==> config.mk <==
export PLATFORM = sky130hd
export DESIGN_NAME = masked_moving_average
export DESIGN_NICKNAME = d
export VERILOG_FILES = /design/src/mma_pkg.sv /design/src/mma_dp.sv /design/src/mma_ctrl.sv /design/src/masked_moving_average.sv
export VERILOG_INCLUDE_DIRS = /design/src /design/src/src
export SDC_FILE = /design/constraint.sdc
export NUM_CORES = 1
export LEC_CHECK = 0
export BUFFER_PORTS_ARGS = -buffer_cell sky130_fd_sc_hd__buf_4
export CAP_MARGIN = 5
export CORE_ASPECT_RATIO = 0.6
export CORE_MARGIN = 2
export CORE_UTILIZATION = 45
export DETAILED_ROUTE_END_ITERATION = 10
export SLEW_MARGIN = 10
export SYNTH_ARGS = -nofsm -noshare
export SYNTH_HDL_FRONTEND = slang
export SYNTH_SLANG_ARGS = --single-unit
==> constraint.sdc <==
create_clock -name aclk -period 11.9 [get_ports aclk]
set_clock_uncertainty 0.05 [all_clocks]
set_input_delay 1.19 -clock aclk [delete_from_list [all_inputs] [get_ports aclk]]
set_output_delay 1.19 -clock aclk [all_outputs]
set_load 0.1 [all_outputs]
==> src/masked_moving_average_assert.svh <==
// Assertion macros shared by the masked moving average RTL.
`ifndef MASKED_MOVING_AVERAGE_ASSERT_SVH
`define MASKED_MOVING_AVERAGE_ASSERT_SVH

`ifndef ASSERT_OFF
// Same-cycle implication, disabled while in reset.
`define MMA_ASSERT_IMP(lbl, clk, rst_n, ante, cons) \
    lbl: assert property (@(posedge clk) disable iff (!(rst_n)) (ante) |-> (cons)) \
        else $error("implication check failed");
// Next-cycle implication, disabled while in reset.
`define MMA_ASSERT_NXT(lbl, clk, rst_n, ante, cons) \
    lbl: assert property (@(posedge clk) disable iff (!(rst_n)) (ante) |=> (cons)) \
        else $error("next-cycle check failed");
`else
`define MMA_ASSERT_IMP(lbl, clk, rst_n, ante, cons)
`define MMA_ASSERT_NXT(lbl, clk, rst_n, ante, cons)
`endif

`endif

==> src/mma_pkg.sv <==
// Package: constants and controller/datapath interface types.
package mma_pkg;

    localparam int WINDOW_MAX   = 16;
    localparam int WINDOW_RESET = 8;
    localparam int SAMPLE_W     = 16;
    localparam int WIN_W        = $clog2(WINDOW_MAX + 1);
    localparam int POS_W        = (WINDOW_MAX > 1) ? $clog2(WINDOW_MAX) : 1;
    localparam int SUM_W        = SAMPLE_W + $clog2(WINDOW_MAX) + 1;
    localparam int DIV_STEPS    = SUM_W;
    localparam int DCNT_W       = $clog2(DIV_STEPS);
    localparam int OP_W         = 2;

    // Operation codes; the high bit alone selects a clear.
    localparam logic [OP_W-1:0] OP_PUSH  = 2'd0;
    localparam logic [OP_W-1:0] OP_EMPTY = 2'd1;
    localparam int              OP_CLEAR_BIT = 1;

    typedef struct packed {
        logic cfg_we;     // window length write
        logic push;       // accepted push item
        logic clear;      // accepted clear item
        logic walk;       // accumulate one slot
        logic div_start;  // load divider from sum
        logic div_step;   // one quotient bit
        logic load_out;   // move result into output register
    } mma_cmd_t;

    typedef struct packed {
        logic walk_last;
        logic div_last;
    } mma_status_t;

endpackage

==> src/mma_dp.sv <==
// Datapath: sample ring, valid bits, window walk, serial divider, output register.
`include "masked_moving_average_assert.svh"
module mma_dp
    import mma_pkg::*;
(
    input  logic                       aclk,
    input  logic                       aresetn,
    input  mma_cmd_t                   cmd,
    output mma_status_t                status,
    input  logic [OP_W-1:0]            op,
    input  logic signed [SAMPLE_W-1:0] sample,
    input  logic [WIN_W-1:0]           cfg_data,
    output logic signed [SAMPLE_W-1:0] avg_out,
    output logic                       flag_out
);

    logic signed [SAMPLE_W-1:0] slot_reg [WINDOW_MAX];
    logic [WINDOW_MAX-1:0]      valid_reg, valid_next;
    logic [WIN_W-1:0]           wl_reg, wl_next;
    logic [POS_W-1:0]           wp_reg, wp_next;
    logic [POS_W-1:0]           idx_reg, idx_next;
    logic signed [SUM_W-1:0]    sum_reg, sum_next;
    logic [WIN_W-1:0]           cnt_reg, cnt_next;
    logic [SUM_W-1:0]           dq_reg, dq_next;
    logic [WIN_W-1:0]           rem_reg, rem_next;
    logic [DCNT_W-1:0]          dcnt_reg, dcnt_next;
    logic                       neg_reg, neg_next;
    logic                       clr_reg, clr_next;
    logic                       seen_reg, seen_next;
    logic signed [SAMPLE_W-1:0] avg_reg, avg_next;
    logic                       flag_reg, flag_next;

    logic [POS_W-1:0]           pos;
    logic [WIN_W-1:0]           pos_inc;
    logic [WIN_W-1:0]           cfg_clamped;
    logic [WIN_W:0]             rem_sh;
    logic                       ge;
    logic [SAMPLE_W-1:0]        q_mag;

    always_comb begin
        if (cfg_data == '0) begin
            cfg_clamped = WIN_W'(1);
        end else if (cfg_data > WIN_W'(WINDOW_MAX)) begin
            cfg_clamped = WIN_W'(WINDOW_MAX);
        end else begin
            cfg_clamped = cfg_data;
        end
    end

    // A shrunk window may leave the write position outside it.
    assign pos     = ({1'b0, wp_reg} >= wl_reg) ? '0 : wp_reg;
    assign pos_inc = {1'b0, pos} + WIN_W'(1);

    // Restoring divide step: remainder stays below the count.
    assign rem_sh = {rem_reg, dq_reg[SUM_W-1]};
    assign ge     = (rem_sh >= {1'b0, cnt_reg});
    assign q_mag  = dq_reg[SAMPLE_W-1:0];

    always_comb begin
        valid_next = valid_reg;
        wl_next    = wl_reg;
        wp_next    = wp_reg;
        idx_next   = idx_reg;
        sum_next   = sum_reg;
        cnt_next   = cnt_reg;
        dq_next    = dq_reg;
        rem_next   = rem_reg;
        dcnt_next  = dcnt_reg;
        neg_next   = neg_reg;
        clr_next   = clr_reg;
        seen_next  = seen_reg;
        avg_next   = avg_reg;
        flag_next  = flag_reg;

        if (cmd.cfg_we) begin
            wl_next = cfg_clamped;
            wp_next = '0;
        end
        if (cmd.clear) begin
            valid_next = '0;
            clr_next   = 1'b1;
        end
        if (cmd.push) begin
            valid_next[pos] = (op == OP_PUSH);
            wp_next  = (pos_inc == wl_reg) ? '0 : pos_inc[POS_W-1:0];
            clr_next = 1'b0;
            idx_next = '0;
            sum_next = '0;
            cnt_next = '0;
        end
        if (cmd.walk) begin
            if (valid_reg[idx_reg]) begin
                sum_next = sum_reg + SUM_W'(slot_reg[idx_reg]);
                cnt_next = cnt_reg + WIN_W'(1);
            end
            idx_next = idx_reg + POS_W'(1);
        end
        if (cmd.div_start) begin
            neg_next  = sum_reg[SUM_W-1];
            dq_next   = sum_reg[SUM_W-1] ? (~sum_reg + SUM_W'(1)) : sum_reg;
            rem_next  = '0;
            dcnt_next = DCNT_W'(DIV_STEPS - 1);
        end
        if (cmd.div_step) begin
            rem_next  = ge ? WIN_W'(rem_sh - {1'b0, cnt_reg}) : rem_sh[WIN_W-1:0];
            dq_next   = {dq_reg[SUM_W-2:0], ge};
            dcnt_next = dcnt_reg - DCNT_W'(1);
        end
        if (cmd.load_out) begin
            if (clr_reg || (cnt_reg == '0)) begin
                avg_next = '0;
            end else begin
                avg_next = neg_reg ? SAMPLE_W'(-q_mag) : q_mag;
            end
            if (clr_reg) begin
                flag_next = seen_reg;
            end else begin
                seen_next = (cnt_reg != '0);
                flag_next = (cnt_reg != '0);
            end
        end
    end

    always_ff @(posedge aclk) begin
        if (!aresetn) begin
            valid_reg <= '0;
            wl_reg    <= WIN_W'(WINDOW_RESET);
            wp_reg    <= '0;
            seen_reg  <= 1'b0;
            clr_reg   <= 1'b0;
        end else begin
            valid_reg <= valid_next;
            wl_reg    <= wl_next;
            wp_reg    <= wp_next;
            seen_reg  <= seen_next;
            clr_reg   <= clr_next;
        end
    end

    always_ff @(posedge aclk) begin
        if (cmd.push && (op == OP_PUSH)) begin
            slot_reg[pos] <= sample;
        end
        idx_reg  <= idx_next;
        sum_reg  <= sum_next;
        cnt_reg  <= cnt_next;
        dq_reg   <= dq_next;
        rem_reg  <= rem_next;
        dcnt_reg <= dcnt_next;
        neg_reg  <= neg_next;
        avg_reg  <= avg_next;
        flag_reg <= flag_next;
    end

    assign status.walk_last = ({1'b0, idx_reg} == (wl_reg - WIN_W'(1)));
    assign status.div_last  = (dcnt_reg == '0);
    assign avg_out  = avg_reg;
    assign flag_out = flag_reg;

    `MMA_ASSERT_IMP(a_walk_in_window, aclk, aresetn, cmd.walk, {1'b0, idx_reg} < wl_reg)
    `MMA_ASSERT_NXT(a_clear_empties, aclk, aresetn, cmd.clear, valid_reg == '0)
    `MMA_ASSERT_IMP(a_rem_below_cnt, aclk, aresetn, cmd.div_step && (cnt_reg != '0),
                    rem_reg < cnt_reg)

endmodule

==> src/mma_ctrl.sv <==
// Controller: sequences accept, window walk, divide and result hand-off.
`include "masked_moving_average_assert.svh"
module mma_ctrl
    import mma_pkg::*;
(
    input  logic        aclk,
    input  logic        aresetn,
    input  logic        s_tvalid,
    output logic        s_tready,
    input  logic        op_clear,
    output logic        m_tvalid,
    input  logic        m_tready,
    input  logic        cfg_valid,
    output logic        cfg_ready,
    output mma_cmd_t    cmd,
    input  mma_status_t status
);

    localparam logic [2:0] ST_IDLE  = 3'd0;
    localparam logic [2:0] ST_WALK  = 3'd1;
    localparam logic [2:0] ST_DINIT = 3'd2;
    localparam logic [2:0] ST_DIV   = 3'd3;
    localparam logic [2:0] ST_OUT   = 3'd4;

    logic [2:0] state_reg, state_next;
    logic       m_valid_reg, m_valid_next;
    logic       s_acc;

    assign cfg_ready = (state_reg == ST_IDLE);
    assign s_tready  = (state_reg == ST_IDLE) && !cfg_valid;
    assign s_acc     = s_tvalid && s_tready;

    always_comb begin
        state_next   = state_reg;
        m_valid_next = m_valid_reg && !m_tready;
        cmd          = '0;
        cmd.cfg_we   = cfg_valid && cfg_ready;
        case (state_reg)
            ST_IDLE: begin
                if (s_acc) begin
                    cmd.clear  = op_clear;
                    cmd.push   = !op_clear;
                    state_next = op_clear ? ST_OUT : ST_WALK;
                end
            end
            ST_WALK: begin
                cmd.walk = 1'b1;
                if (status.walk_last) begin
                    state_next = ST_DINIT;
                end
            end
            ST_DINIT: begin
                cmd.div_start = 1'b1;
                state_next    = ST_DIV;
            end
            ST_DIV: begin
                cmd.div_step = 1'b1;
                if (status.div_last) begin
                    state_next = ST_OUT;
                end
            end
            ST_OUT: begin
                if (!m_valid_reg || m_tready) begin
                    cmd.load_out = 1'b1;
                    m_valid_next = 1'b1;
                    state_next   = ST_IDLE;
                end
            end
            default: begin
                state_next = ST_IDLE;
            end
        endcase
    end

    always_ff @(posedge aclk) begin
        if (!aresetn) begin
            state_reg   <= ST_IDLE;
            m_valid_reg <= 1'b0;
        end else begin
            state_reg   <= state_next;
            m_valid_reg <= m_valid_next;
        end
    end

    assign m_tvalid = m_valid_reg;

    `MMA_ASSERT_NXT(a_accept_leaves_idle, aclk, aresetn, s_acc, state_reg != ST_IDLE)
    `MMA_ASSERT_NXT(a_load_shows_item, aclk, aresetn, cmd.load_out, m_valid_reg)
    `MMA_ASSERT_IMP(a_one_phase, aclk, aresetn, 1'b1,
                    $onehot0({cmd.walk, cmd.div_start, cmd.div_step, cmd.load_out}))

endmodule

==> src/masked_moving_average.sv <==
// Top level: masked moving average over a ring of up to sixteen signed samples.
// Each input item is one operation (tuser): push a sample, push an empty slot,
// or clear (high bit set) which empties every slot. A push writes the slot at
// the write position, advances it modulo the window length, then walks the
// first window_length slots one per cycle summing the valid ones, and divides
// the sum by the valid count with a restoring divider, one quotient bit per
// cycle. The result is truncated toward zero; with no valid slot the average
// is 0 and the flag is low. A clear answers average 0 with the flag as left
// by the previous push. One item is in work at a time: a push walks the
// window, divides and then loads the result register, while a clear goes
// straight to the result register. The output register lets a finished item
// wait for m_tready; the block stalls in its last step only if the previous
// item is still unclaimed. Writing window_length (clamped to 1..16) resets
// the write position but keeps slot contents; it is taken only while idle.
module masked_moving_average
    import mma_pkg::*;
(
    input  logic                aclk,
    input  logic                aresetn,
    // Input items
    input  logic                s_tvalid,
    output logic                s_tready,
    input  logic [15:0]         s_tdata,   // [15:0] sample (signed)
    input  logic [1:0]          s_tuser,   // [1:0] operation
    // Result items
    output logic                m_tvalid,
    input  logic                m_tready,
    output logic [15:0]         m_tdata,   // [15:0] average (signed)
    output logic                m_tuser,   // [0] has_valid
    // Window length register
    input  logic                cfg_valid,
    output logic                cfg_ready,
    input  logic [WIN_W-1:0]    cfg_data   // window_length
);

    mma_cmd_t                   cmd;
    mma_status_t                status;
    logic signed [SAMPLE_W-1:0] avg;

    // Sequencer: owns the handshakes and the output valid.
    mma_ctrl u_ctrl (
        .aclk      (aclk),
        .aresetn   (aresetn),
        .s_tvalid  (s_tvalid),
        .s_tready  (s_tready),
        .op_clear  (s_tuser[OP_CLEAR_BIT]),
        .m_tvalid  (m_tvalid),
        .m_tready  (m_tready),
        .cfg_valid (cfg_valid),
        .cfg_ready (cfg_ready),
        .cmd       (cmd),
        .status    (status)
    );

    // Ring, accumulator, divider and result register.
    mma_dp u_dp (
        .aclk     (aclk),
        .aresetn  (aresetn),
        .cmd      (cmd),
        .status   (status),
        .op       (s_tuser),
        .sample   (s_tdata),
        .cfg_data (cfg_data),
        .avg_out  (avg),
        .flag_out (m_tuser)
    );

    assign m_tdata = avg;

endmodule

==> results.json <==
{
  "status": "finished, final reports clean",
  "whs_path_depth": 1,
  "critPathKind": "reg -> reg",
  "synth.most_common_cell": "edfxtp_1",
  "overflow": 0,
  "swShare_pct": 34.0,
  "reg2regPathDepth": 12,
  "post-route-period-util_pct": 40.8,
  "instances_no_fill": 1698,
  "dr.pass1.iters": 5,
  "hold_viol_final": 0,
  "avgViaCountPerCell": 5.79,
  "slew_violations": 0,
  "post-route-min-period_ns": 4.86,
  "max-vdd-ir-drop_mv": 0.124,
  "cp-end-kind": "flop",
  "final_nets": 1264,
  "synth_fa_ha_area_share_pct": 3.11,
  "avgSynthCellArea_um2": 14.5,
  "tightest_slew_ns": 0.993,
  "grt_first_pass_wirelength_mm": 57.3,
  "synth_ff_type": "edfxtp_1",
  "wl_mm": 37.0,
  "ys_seq_area_share_pct": 63.3,
  "crit_buf_inv": 1,
  "hold_slack_ns": 0.419,
  "cts_hold_buf": 0,
  "dieArea_mm2": 0.0385,
  "gp_congestion": 0.797,
  "clk_path_buf_depth": 3,
  "core_area_mm2": 0.0363,
  "dp.cells": 1634,
  "numCtsBuffers": 36,
  "cts_tree": "done",
  "synth_area_mm2": 0.0166,
  "hp-class": "reg -> reg",
  "drive_gt1_share_pct": 19.8,
  "yosys.area.top_type": "edfxtp_1",
  "async_flop_share_pct": 0,
  "r2r-end": "u_dp.sum_reg[20]",
  "critPathMostFrequentCell": "mux4_2",
  "die_x_um": 252,
  "io_pins": 48,
  "regToRegSetupSlack_ns": 7.04,
  "vias": 9833,
  "syn-num-nets": 1215,
  "synth_edf_count": 309,
  "antenna_found_initial": 0,
  "worstPathCellList": "buf_4 > mux4_2 > mux4_2 > ha_1 > fa_1 > a211oi_1 > o21bai_1 > a221o_1 > nand3_1 > a21oi_1 > or4_1 > o211ai_1",
  "slowest_stage": "buf_4",
  "die_y_um": 153,
  "worstHoldStart": "u_dp.cnt_reg[3]",
  "grt_max_degree": 65,
  "internal-power_mw": 2.78,
  "cts_setup_buffers": 0,
  "route.detailed.drc": 0,
  "power_mw": 4.20,
  "synth.area.mux_share_pct": 11.8,
  "ys_warn_count": 0,
  "port_buffers": 47,
  "setup_tns_ns": 0,
  "dp_hpwl_mm": 22.9,
  "clk_root_buffer_cell": "clkbuf_16",
  "fillCellCount": 3060,
  "p_comb_share_pct": 34.3,
  "clk_transition_reported_paths_ns": 0.07,
  "synth.distinct_cells": 65,
  "drtIter0Drc": 923,
  "synth_common_cells": "edfxtp_1 (309), mux4_2 (83), nor2_1 (73)",
  "rows": 54,
  "leakage_nw": 6.42,
  "synthXorXnorAreaFrac_pct": 3.38,
  "worstPathRequired_ns": 12.31,
  "synth-seq-cells": 370,
  "grt_pass1_vias": 9324,
  "power.switching_mw": 1.43,
  "start_kind": "flop",
  "path_delay_family": "multiplexers",
  "maxSlewHeadroom_pct": 33.8,
  "seq_power_share_pct": 38.6,
  "critical_path.max_stage_delay_ns": 0.75,
  "synth_top_family_by_area": "multiplexers",
  "initial_core_util_pct": 45.7,
  "hold_end": "u_dp.cnt_reg[3]",
  "setup_violations": 0,
  "yosys.area_share.simple_pct": 8.17,
  "syn2layout_area_growth_pct": 12.8,
  "netlist_instances": 1147,
  "insertion_delay_ns": 0.54,
  "routedWlPerCell_um": 21.8,
  "grt_usage_pct": 19.6,
  "crit_arrival_ns": 5.27,
  "power_density_mw_per_mm2": 224,
  "drtAntennaViolNets": 0,
  "fmax_ghz": 0.206,
  "largest_register_ffs": 256,
  "cts_resized": 0,
  "cap_violations": 0,
  "power_frac_clock_pct": 27.1,
  "crit_fanout": 42,
  "synth-compound-area-share_pct": 8.19,
  "cts.sinks": 370,
  "htree_levels": 2,
  "yosys-top-cells-area": "edfxtp_1 (56%), mux4_2 (11%), dfxtp_1 (7.4%)",
  "rsz0062_at_grt": "false",
  "synth_top_area_share_pct": 55.9,
  "antennaDiodeCount": 0
}
[power by group through the flow]
stage | combinational, mW | clock, mW | sequential, mW
floorplan | 1.09 | 0 | 1.65
global placement | 1.42 | 0 | 1.65
detailed placement | 1.44 | 0 | 1.65
CTS | 1.45 | 1.17 | 1.63
global route | 1.58 | 1.22 | 1.64
finish | 1.44 | 1.14 | 1.62
[logic make-up (layout without fill, tap and decap cells)]
kind of cell               Yosys count  after routing
AOI/OAI and AO/OA                  211            211
xor gates and xnor gates            64             64
adders and majority gates           40             40
buffers and inverters               94            169
DFF                                370            370
muxes                               91             91
and+or+nand+nor                    277            277
[worst max-delay path by stage]
stage | endpoint | slack, ns | depth (start not counted)
floorplan | s_tready | 6.65 | 1
global placement | u_dp.sum_reg[20] | 7.04 | 12
detailed placement | u_dp.sum_reg[20] | 6.98 | 12
CTS | u_dp.sum_reg[20] | 6.94 | 12
global route | u_dp.sum_reg[20] | 6.66 | 12
finish | u_dp.sum_reg[20] | 7.04 | 12
[layer usage]
metal	track usage (%)	wire [um]
met3	3.45	2350
met5	0	0
met2	26.6	15300
met1	32.2	18700
met4	4.54	658
[metrics by stage]
stage / setup slack [ns] / cell area, um2 / utilization, %
after floorplan: 6.65 / 16600 / -
after global placement: 7.04 / 17600 / 48.3
after detailed placement: 6.98 / 17600 / 48.3
after CTS: 6.94 / 18700 / 51.5
after global routing: 6.66 / 18700 / 51.5
final: 7.04 / 18700 / 51.5
[placed cells by master, fill, tap and decap left out, types with 7 or more instances in the layout]
cell / netlist / layout
o211ai_1: 14 / 14
mux4_2: 83 / 83
inv_1: 34 / 34
o21ai_0: 69 / 69
edfxtp_1: 309 / 309
dfxtp_1: 61 / 59
nor2b_1: 11 / 10
nand3_1: 37 / 37
or3_1: 13 / 13
ha_1: 38 / 38
nor3_1: 14 / 9
a21boi_0: 12 / 12
clkinv_2: 0 / 7
a21oi_1: 37 / 37
nor2_2: 0 / 9
nand2b_1: 8 / 8
xor2_1: 41 / 41
and3_1: 7 / 7
nand2_1: 69 / 69
and2_1: 8 / 8
clkbuf_16: 0 / 36
a21o_1: 18 / 18
buf_4: 0 / 71
o31ai_1: 12 / 12
nor2_1: 73 / 63
xnor2_1: 23 / 23
[area by class of cell]
type	instances	area, um2	share of cell area, %
Inverter	34	128	0.681
Multi-Input combinational cell	683	5800	31.0
Sequential cell	370	10500	56.1
Timing Repair Buffer	71	533	2.85
Tap cell	476	596	3.18
Clock buffer	46	978	5.22
Clock inverter	18	186	0.996
[worst reg2reg max path, stage by stage (launching register included)]
cell      delay (ns)
dfxtp_4         0.65
buf_4           0.76
mux4_2          0.61
mux4_2          0.52
ha_1            0.23
fa_1            0.43
a211oi_1        0.23
o21bai_1        0.15
a221o_1         0.40
nand3_1         0.12
a21oi_1         0.08
or4_1           0.47
o211ai_1        0.09
Power figures use the tool's default switching activity.
